## src/rtl/jbf_pkg.sv

```systemverilog
// Shared types, codes and frame tables for the JSON brace and binary framer.
`default_nettype none

package jbf_pkg;

	// Verdict codes
	localparam logic [1:0] VERDICT_WAIT   = 2'd0;
	localparam logic [1:0] VERDICT_READY  = 2'd1;
	localparam logic [1:0] VERDICT_REJECT = 2'd2;

	// Frame kind codes
	localparam logic [1:0] KIND_JSON   = 2'd0;
	localparam logic [1:0] KIND_REBOOT = 2'd1;
	localparam logic [1:0] KIND_SEARCH = 2'd2;

	// Configuration register indexes
	localparam logic [1:0] REG_MAX_DEPTH  = 2'd0;
	localparam logic [1:0] REG_MAX_LENGTH = 2'd1;

	// Register reset values
	localparam logic [4:0]  MAX_DEPTH_RST  = 5'd16;
	localparam logic [10:0] MAX_LENGTH_RST = 11'd1044;

	// Marker bytes
	localparam logic [7:0] BYTE_OPEN  = 8'h7B;
	localparam logic [7:0] BYTE_CLOSE = 8'h7D;
	localparam logic [7:0] BYTE_QUOTE = 8'h22;
	localparam logic [7:0] BYTE_BIN   = 8'hFF;

	// Binary frames are a fixed 12 bytes
	localparam logic [10:0] BIN_LEN = 11'd12;

	// Scan mode, one-hot
	typedef enum logic [2:0] {
		MODE_IDLE = 3'b001,
		MODE_JSON = 3'b010,
		MODE_BIN  = 3'b100
	} scan_mode_t;

	typedef struct packed {
		scan_mode_t  mode;
		logic [4:0]  depth;
		logic        in_string;
		logic [10:0] pos;
		logic        reboot_ok;
		logic        search_ok;
	} scan_state_t;

	typedef struct packed {
		logic [1:0]  verdict;
		logic [10:0] length;
		logic [1:0]  kind;
	} scan_result_t;

	localparam scan_state_t SCAN_CLEAR = '{
		mode:      MODE_IDLE,
		depth:     5'd0,
		in_string: 1'b0,
		pos:       11'd0,
		reboot_ok: 1'b1,
		search_ok: 1'b1
	};

	// Reboot request frame, byte by position
	function automatic logic [7:0] reboot_byte(input logic [3:0] idx);
		logic [7:0] b;
		case (idx)
			4'd0:    b = 8'hFF;
			4'd1:    b = 8'hFF;
			4'd7:    b = 8'h02;
			4'd8:    b = 8'h07;
			4'd9:    b = 8'h31;
			4'd10:   b = 8'h5B;
			4'd11:   b = 8'hC9;
			default: b = 8'h00;
		endcase
		return b;
	endfunction

	// Search request frame, byte by position
	function automatic logic [7:0] search_byte(input logic [3:0] idx);
		logic [7:0] b;
		case (idx)
			4'd0:    b = 8'hFF;
			4'd1:    b = 8'hFF;
			4'd7:    b = 8'h02;
			4'd8:    b = 8'h05;
			4'd10:   b = 8'h48;
			4'd11:   b = 8'h73;
			default: b = 8'h00;
		endcase
		return b;
	endfunction

endpackage

`default_nettype wire

```

## src/rtl/jbf_step.sv

```systemverilog
// Next-state and verdict logic for one received byte.
`default_nettype none

module jbf_step import jbf_pkg::*; (
	input  scan_state_t  cur,
	input  logic [7:0]   data_byte,
	input  logic         scan_start,
	input  logic [4:0]   max_depth,
	input  logic [10:0]  max_length,
	output scan_state_t  nxt,
	output scan_result_t res
);

	always_comb begin
		scan_state_t st;
		logic [1:0]  verdict;
		logic [10:0] len;
		logic [1:0]  kind;
		logic [4:0]  depth_dn;

		st       = cur;
		verdict  = VERDICT_WAIT;
		len      = 11'd0;
		kind     = KIND_JSON;
		depth_dn = cur.depth - 5'd1;

		// First byte of a scan picks the framing
		if (scan_start || cur.mode == MODE_IDLE) begin
			st = SCAN_CLEAR;
			if (data_byte == BYTE_OPEN) begin
				st.mode = MODE_JSON;
			end else if (data_byte == BYTE_BIN) begin
				st.mode = MODE_BIN;
			end else begin
				verdict = VERDICT_REJECT;
			end
		end
		depth_dn = st.depth - 5'd1;

		case (st.mode)
			MODE_JSON: begin
				if (st.pos >= max_length) begin
					verdict = VERDICT_REJECT;
				end else begin
					st.pos = st.pos + 11'd1;
					if (st.in_string) begin
						if (data_byte == BYTE_QUOTE) st.in_string = 1'b0;
					end else if (data_byte == BYTE_QUOTE) begin
						st.in_string = 1'b1;
					end else if (data_byte == BYTE_OPEN) begin
						if (st.depth >= max_depth) begin
							verdict = VERDICT_REJECT;
						end else begin
							st.depth = st.depth + 5'd1;
						end
					end else if (data_byte == BYTE_CLOSE) begin
						if (st.depth == 5'd0) begin
							verdict = VERDICT_REJECT;
						end else begin
							st.depth = depth_dn;
							if (depth_dn == 5'd0) begin
								verdict = VERDICT_READY;
								len     = st.pos;
							end
						end
					end
				end
			end
			MODE_BIN: begin
				if (st.pos >= BIN_LEN) begin
					verdict = VERDICT_REJECT;
				end else begin
					if (data_byte != reboot_byte(st.pos[3:0])) st.reboot_ok = 1'b0;
					if (data_byte != search_byte(st.pos[3:0])) st.search_ok = 1'b0;
					st.pos = st.pos + 11'd1;
					// Verdict only on the last byte
					if (st.pos == BIN_LEN) begin
						if (st.reboot_ok) begin
							verdict = VERDICT_READY;
							kind    = KIND_REBOOT;
							len     = BIN_LEN;
						end else if (st.search_ok) begin
							verdict = VERDICT_READY;
							kind    = KIND_SEARCH;
							len     = BIN_LEN;
						end else begin
							verdict = VERDICT_REJECT;
						end
					end
				end
			end
			default: begin
			end
		endcase

		// Any verdict ends the scan
		if (verdict != VERDICT_WAIT) st = SCAN_CLEAR;

		nxt         = st;
		res.verdict = verdict;
		res.length  = len;
		res.kind    = kind;
	end

endmodule

`default_nettype wire

```

## src/rtl/json_brace_and_binary_framer.sv

```systemverilog
// Top level of the JSON brace and binary framer: handshakes, registers, result stage.
`default_nettype none

// Judges one received byte per beat and returns one verdict per byte: wait, frame
// ready with its length and kind, or reject. A byte is taken every clock cycle unless a
// waiting result is not taken; its verdict appears in the result register in the cycle
// after acceptance, and the input stays ready while that result waits as long as the
// result is taken in the same cycle. A byte with '{' as first byte of a scan starts JSON
// framing with brace depth tracking (quotes hide braces, backslashes are not special);
// 0xFF starts a 12-byte match against the reboot and search request frames. Registers
// max_depth (index 0) and max_length (index 1) are written through the cfg channel,
// which is always ready, and should be changed only while no byte is in flight.
module json_brace_and_binary_framer import jbf_pkg::*; (
	input  logic        clk,
	input  logic        arst_n,
	// byte input channel
	input  logic        in_valid,
	output logic        in_ready,
	input  logic [7:0]  data_byte,
	input  logic        scan_start,
	// result channel
	output logic        out_valid,
	input  logic        out_ready,
	output logic [1:0]  verdict,
	output logic [10:0] frame_length,
	output logic [1:0]  frame_kind,
	// configuration write channel
	input  logic        cfg_valid,
	output logic        cfg_ready,
	input  logic [1:0]  cfg_index,
	input  logic [10:0] cfg_data
);

	scan_state_t  state_q;
	scan_state_t  state_nxt;
	scan_result_t res;
	logic [4:0]   max_depth_q;
	logic [10:0]  max_length_q;
	logic         out_valid_q;
	scan_result_t res_q;
	logic         in_beat;

	assign in_ready  = !out_valid_q || out_ready;
	assign in_beat   = in_valid && in_ready;
	assign cfg_ready = 1'b1;

	// Configuration registers
	always_ff @(posedge clk or negedge arst_n) begin
		if (!arst_n) begin
			max_depth_q  <= MAX_DEPTH_RST;
			max_length_q <= MAX_LENGTH_RST;
		end else if (cfg_valid) begin
			case (cfg_index)
				REG_MAX_DEPTH:  max_depth_q  <= cfg_data[4:0];
				REG_MAX_LENGTH: max_length_q <= cfg_data;
				default: begin
				end
			endcase
		end
	end

	jbf_step u_step (
		.cur        (state_q),
		.data_byte  (data_byte),
		.scan_start (scan_start),
		.max_depth  (max_depth_q),
		.max_length (max_length_q),
		.nxt        (state_nxt),
		.res        (res)
	);

	// Scan state advances on each accepted byte
	always_ff @(posedge clk or negedge arst_n) begin
		if (!arst_n) begin
			state_q <= SCAN_CLEAR;
		end else if (in_beat) begin
			state_q <= state_nxt;
		end
	end

	// Result valid flag
	always_ff @(posedge clk or negedge arst_n) begin
		if (!arst_n) begin
			out_valid_q <= 1'b0;
		end else if (in_ready) begin
			out_valid_q <= in_valid;
		end
	end

	// Result payload
	always_ff @(posedge clk) begin
		if (in_beat) res_q <= res;
	end

	assign out_valid    = out_valid_q;
	assign verdict      = res_q.verdict;
	assign frame_length = res_q.length;
	assign frame_kind   = res_q.kind;

endmodule

`default_nettype wire

```

## config.mk

```make
export PLATFORM = sky130hd
export DESIGN_NAME = json_brace_and_binary_framer
export DESIGN_NICKNAME = d
export VERILOG_FILES = /design/src/rtl/jbf_pkg.sv /design/src/rtl/jbf_step.sv /design/src/rtl/json_brace_and_binary_framer.sv
export SDC_FILE = /design/constraint.sdc
export NUM_CORES = 1
export LEC_CHECK = 0
export BUFFER_PORTS_ARGS = -buffer_cell sky130_fd_sc_hd__buf_4
export CAP_MARGIN = 20
export CORE_MARGIN = 2
export CORE_UTILIZATION = 25
export DETAILED_ROUTE_END_ITERATION = 8
export SYNTH_ARGS = -nofsm -noshare
export SYNTH_HDL_FRONTEND = slang
export SYNTH_SLANG_ARGS = --single-unit
```

## constraint.sdc

```tcl
create_clock -name clk -period 4.4 [get_ports clk]
set_clock_uncertainty 0.05 [all_clocks]
set_input_delay 0.44 -clock clk [delete_from_list [all_inputs] [get_ports clk]]
set_output_delay 0.44 -clock clk [all_outputs]
set_load 0.05 [all_outputs]
```

After elaboration in Yosys (flattened, before gate mapping)
Cells that the tools add are included.
- register bits after elaboration: 54
- bits of input ports: 27
- add/sub/neg operators: 3
- magnitude comparators: 3
- eq/ne operators: 17
- mux-type cells: 60
- bitwise operators: 2
- reduce and logical (&&, ||, !) cells: 14
- operators with widths (operator ; number):
    11-bit 2-to-1 mux ; 10
    8-bit one-hot mux with 6 select lines ; 1
    22-bit 2-to-1 mux ; 2
    11-bit one-hot mux with 2 select lines ; 2
    8-bit one-hot mux with 5 select lines ; 1
    2-bit 2-to-1 mux ; 17
    8-bit 2-to-1 mux ; 4
    5-bit 2-to-1 mux ; 6
    17-bit 2-to-1 mux ; 1
    4-bit == test, second input constant ; 4
    8-bit by 7-bit == test with 1-bit output, second input constant ; 2
    8-bit != test ; 2
    13-bit 2-to-1 mux ; 1
    11-bit by 1-bit adder with 11-bit output, second input constant ; 1
    11-bit by 4-bit == test with 1-bit output, second input constant ; 1
    11-bit >= comparator ; 1
    11-bit by 4-bit >= comparator with 1-bit output, second input constant ; 1
    5-bit logical NOT ; 2
    1-bit 2-to-1 mux ; 10
    8-bit by 6-bit == test with 1-bit output, second input constant ; 1
    8-bit == test, second input constant ; 1
    3-bit 2-to-1 mux ; 2
    6-bit 2-to-1 mux ; 1
    5-bit by 1-bit adder with 5-bit output, second input constant ; 1
    other kinds (21) ; 24

Depth between registers and ports, before layout
- depth after elaboration: 20
- depth in mapped cells: 15
- gate-level depth less buffers: 12

By module
A second synthesis with hierarchy kept.
- cells, all modules: 471
- area, all modules: 4468.0 um^2
- by module, submodules not included (module ; instances ; cells each ; area an instance (um^2) ; seq. area each (um^2)):
    jbf_step ; 1 ; 368 ; 2377.3 ; 0.0
    json_brace_and_binary_framer ; 1 ; 103 ; 2090.8 ; 1435.1

Least setup slack after synthesis
No wires, ideal clock.
- path kind: register -> register
- start: reg state_q[19] in the netlist's numbering
- end: reg res_q, in the netlist frame_length[0] (data pin)
- setup time: 0.147 ns
- arrival time: 3.126 ns
- path slack: 1.077 ns
- stages on the path, launching flop included: 14
- buffers on the path: 3
- period minus slack after synthesis: 3.323 ns
- cells stage by stage: dfstp_2 > or3b_1 > nand2_1 > buf_2 > buf_2 > nor2_1 > ha_1 > a21oi_1 > a21o_1 > o211a_1 > o211ai_1 > or4_1 > clkbuf_1 > a21oi_1
- RTL lines (item ; RTL line ; RTL):
    start: declaration ; json_brace_and_binary_framer.sv:34 ; scan_state_t state_q;
    start signal: assignment ; json_brace_and_binary_framer.sv:77 ; state_q <= state_nxt;
    end signal: assignment ; json_brace_and_binary_framer.sv:92 ; if (in_beat) res_q <= res;
    end: declaration ; json_brace_and_binary_framer.sv:40 ; scan_result_t res_q;

Final worst setup path
- start: reg state_q[19] in the netlist's numbering
- end: reg state_q[9] in the netlist's numbering
- longest elaborated chain between the ends: 19
- elaborated cells on any way between the ends: 54
- those cells by class: add/sub (2); order compare (3); eq/ne (12); mux (31); reduce/logical (6)
- RTL lines (item ; RTL line ; RTL):
    3-bit by 1-bit == test with 1-bit output ; jbf_step.sv:28 ; if (scan_start || cur.mode == MODE_IDLE) begin
    1-bit logical OR ; jbf_step.sv:28 ;
    22-bit 2-to-1 mux ; jbf_step.sv:28 ;
    4-bit by 1-bit == test with 1-bit output / 4-bit logical NOT (equally long branches) ; jbf_pkg.sv:67, jbf_pkg.sv:83 ;
    2-bit OR reduction (no source line) ; - ;
    8-bit one-hot mux with 5 select lines ; jbf_pkg.sv:83 ; case (idx)
    8-bit 2-to-1 mux ; jbf_step.sv:70 ; if (st.pos >= BIN_LEN) begin
    8-bit 2-to-1 mux ; jbf_step.sv:40 ; case (st.mode)
    (+3 left out) ; - ;
    1-bit 2-to-1 mux ; jbf_step.sv:40 ;
    2-bit 2-to-1 mux ; jbf_step.sv:82 ; end else if (st.search_ok) begin
    2-bit 2-to-1 mux ; jbf_step.sv:78 ; if (st.reboot_ok) begin
    2-bit 2-to-1 mux ; jbf_step.sv:77 ; if (st.pos == BIN_LEN) begin
    2-bit 2-to-1 mux ; jbf_step.sv:70 ;
    2-bit one-hot mux with 2 select lines ; jbf_step.sv:40 ;
    2-bit nonzero test ; jbf_step.sv:97 ; if (verdict != VERDICT_WAIT) st = SCAN_CLEAR;
    22-bit 2-to-1 mux (*) ; jbf_step.sv:97 ;
Every way passes the cells marked *; elsewhere a longest branch is shown, timed or not. The select of a mux whose other input is x is not followed.
A chain may end at the register's enable or synchronous reset.

==> results.yml <==
status:
  run_status: "completed"
critical_path:
  rr_startpoint: "state_q[19]"
  reg2regPathDepth: 13
  crit_type: "reg2reg"
  critPathTopFamily: "compound AO/OA/AOI/OAI gates"
  combined_buffer_and_inverter_count_along_the_critical_path: 2
  path_cells: "nor3b_2, nor2_2, nand2_1, inv_1, ha_1, a21o_1, a31oi_1, o21a_1, o31ai_1, o31ai_4, buf_4, nand3_2, o311ai_2"
  critPathArrivalTime_ns: 3.95
  critPathLaunchType: "flop"
  crit_slowest_cell: "sky130_fd_sc_hd__dfstp_2"
  worst_path_largest_cell_delay_ns: 0.57
  critical_path_maximum_fanout: 13
  critPathLaunch: "state_q[19]"
  end_kind: "flop"
  cp.depth: 13
  critical_path_required_ns: 4.56
global_route:
  grt.total_usage: 0.1492
  grt_max_degree: 40
  grt_first_pass_wirelength_um: 21640
  overflow: 0
  grt_pass1_vias: 4047
  antenna_found_initial: 0
floorplan:
  design.portCount: 45
  chipHeight_um: 135.2
  fp.coreArea_um2: 16700
  std_cell_rows: 47
  die_width_um: 135.2
  design.die.area_um2: 18290
  start_util: 0.2578
clock_network:
  postCtsHoldBufs: 0
  tritoncts: "yes"
  cts_made_buffers: 5
  post-cts-setup-buffers: 0
  post_cts_resized: 0
  clock_insertion_delay_worst_skew_ns: 0.31
  clock_tree.htree_level_count: 2
  cts.root.buffer_cell: "sky130_fd_sc_hd__clkbuf_16"
  cts.reportedPaths.clkPinSlew_ns: 0.08
  clock_sink_count: 54
  clk_path_buf_depth: 2
sta:
  tightestPinTransition_ns: 1.074
  min_period_over_period: 0.8607
  max-slew-margin-rel: 0.2774
  timing.final.setup_violations: 0
  fin_tns_setup_ns: 0
  hold_viol: 0
  grt_setup_unrepaired: "false"
  max_clock_freq_ghz: 0.2640
  final.min_clock_period_ns: 3.787
  drv_slew: 0
placement:
  placed_cells: 734
  place_area_um2: 4806
  io_port_bufs: 43
  globalplace.congestion: 0.8809
  hpwl_detailed_um: 9632
power_and_ir_drop:
  ir_worst_vdd_v: 0.0001455
  power.leakage_nw: 1.904
  power-per-cell-area_nw_per_um2: 285.8
synthesis:
  netlist_instances: 499
  synth.distinct_cells: 80
  synth_enable_flop_cells: 15
  synth_flop_cell: "sky130_fd_sc_hd__dfrtp_1"
  syn_area_um2: 4305
  ys_ff_latch: 54
  syn-num-nets: 542
  asyncSetResetFlopFracSynth: 0.7222
  synth_area_per_cell_um2: 8.628
  yosysWarningCount: 0
  synth_sequential_area_ratio: 0.3333
hold_path:
  worstHoldPathType: "in2async"
cells_and_area:
  layout.cells.most_common_list: "52 x sky130_fd_sc_hd__buf_4, 49 x sky130_fd_sc_hd__nand2_1, 36 x sky130_fd_sc_hd__nor2_1, 32 x sky130_fd_sc_hd__dfrtp_1, 25 x sky130_fd_sc_hd__o21ai_0"
  diodes: 0
  post-route-cell-area_um2: 4979
  num-nets-final: 564
  final_cell_count_no_fill: 742
  layout.cells.most_common: "sky130_fd_sc_hd__buf_4"
  num-fill-cells: 1785
  final_layout_size_suffix_gt1_frac: 0.1839
  area.growth.synth_to_final_pct: 15.63
drt:
  1st_pass_router_iterations: 6
  detail-route-antenna-nets: 0
  detail_route.wl_per_cell_um: 17.57
  drt-total-wl_um: 13040
  detail_route.vias_per_cell: 5.416
  remaining_drc_errors: 0
  dr_total_vias: 4019
  dr.first_iter.drc_count: 417
flow_run:
  cap_viol_max_count: 0
report_power, final:
group          leakage (nW)  switching, mW  internal, mW
logic                  1.18          0.232         0.125
registers             0.641         0.0289         0.562
clock network        0.0844          0.203         0.272
total                  1.90          0.464         0.959
per-stage QoR:
step	hold slack, ns	setup slack [ns]	total power [mW]	utilization
floorplan	0.09441	1.077	0.8412	-
global placement	0.4189	0.7348	0.9450	0.2878
detailed placement	0.4323	0.6389	0.9538	0.2878
CTS	0.09904	0.6152	1.436	0.2981
global route	0.1164	0.3075	1.503	0.2981
finish	0.07842	0.6128	1.423	0.2981
cell families after synthesis:
group / after synthesis / share of synthesized area
DFF: 54 / 0.3333
xor gates and xnor gates: 14 / 0.02848
and+or+nand+nor: 194 / 0.2400
adders and majority gates: 16 / 0.04650
other: 1 / 0.0008710
buffers and inverters: 61 / 0.05986
AOI/OAI and AO/OA: 139 / 0.2409
muxes: 20 / 0.04999
area by class of cell:
cell class              count  area, µm²  share of cell area
repair buffers             52      390.4             0.07841
well taps                 220      275.3             0.05529
clock buffers               5      125.1             0.02513
inverters                  24      90.09             0.01810
flip-flops and latches     54       1435              0.2883
clock inverters             3      47.55            0.009550
multi-input cells         384       2615              0.5253
path summary, 6_finish.rpt:
path	endpoint	slack, ns
worst max register to register	state_q[9]	0.61
worst min register to register	max_length_q[5]	0.46
max in group asynchronous	max_length_q[2]	3.84
worst min-delay path	state_q[11]	0.08
min in group clk	out_valid	0.27
worst max-delay path	state_q[9]	0.61
flip-flops by register name, summed over array words and instances (netlist names):
register      cells
verdict           2
max_length_q     11
out_valid         1
frame_kind        2
frame_length     11
max_depth_q       5
state_q          22
synth_stat cells (3+ instances only):
library cell	number	area share
sky130_fd_sc_hd__a2111oi_0	3	0.0061
sky130_fd_sc_hd__a211o_1	4	0.0081
sky130_fd_sc_hd__a211oi_1	7	0.012
sky130_fd_sc_hd__a21boi_0	4	0.0070
sky130_fd_sc_hd__a21o_1	3	0.0052
sky130_fd_sc_hd__a21oi_1	21	0.024
sky130_fd_sc_hd__a22o_1	3	0.0061
sky130_fd_sc_hd__a31oi_1	9	0.013
sky130_fd_sc_hd__and2_1	4	0.0058
sky130_fd_sc_hd__and3_1	14	0.020
sky130_fd_sc_hd__buf_2	14	0.016
sky130_fd_sc_hd__clkbuf_1	20	0.017
sky130_fd_sc_hd__dfrtp_1	32	0.19
sky130_fd_sc_hd__dfstp_2	7	0.043
sky130_fd_sc_hd__edfxtp_1	15	0.10
sky130_fd_sc_hd__ha_1	16	0.046
sky130_fd_sc_hd__inv_1	23	0.020
sky130_fd_sc_hd__mux2_2	12	0.031
sky130_fd_sc_hd__mux2i_1	8	0.019
sky130_fd_sc_hd__nand2_1	49	0.043
sky130_fd_sc_hd__nand2b_1	10	0.015
sky130_fd_sc_hd__nand3_1	12	0.014
sky130_fd_sc_hd__nand3b_1	3	0.0052
sky130_fd_sc_hd__nand4_1	11	0.016
sky130_fd_sc_hd__nor2_1	37	0.032
sky130_fd_sc_hd__nor2b_1	7	0.010
sky130_fd_sc_hd__nor3_1	12	0.014
sky130_fd_sc_hd__nor4_1	8	0.012
sky130_fd_sc_hd__nor4b_1	3	0.0061
sky130_fd_sc_hd__o211a_1	4	0.0093
sky130_fd_sc_hd__o211ai_1	8	0.014
sky130_fd_sc_hd__o21ai_0	25	0.029
sky130_fd_sc_hd__o22ai_1	5	0.0073
sky130_fd_sc_hd__o2bb2ai_1	3	0.0061
sky130_fd_sc_hd__o31ai_1	5	0.0087
sky130_fd_sc_hd__or3_1	3	0.0044
sky130_fd_sc_hd__or4_1	4	0.0070
sky130_fd_sc_hd__xnor2_1	9	0.018
sky130_fd_sc_hd__xor2_1	5	0.010
routing by layer:
layer | vias to the layer above | track usage | share of wire
met5 | - | 0 | 0
met4 | 0 | 0.05787 | 0.032
met3 | 23 | 0.02432 | 0.060
met2 | 143 | 0.2490 | 0.46
met1 | 1947 | 0.1935 | 0.44
li1 | 1906 | - | -
(Power assumes the default switching activity.)
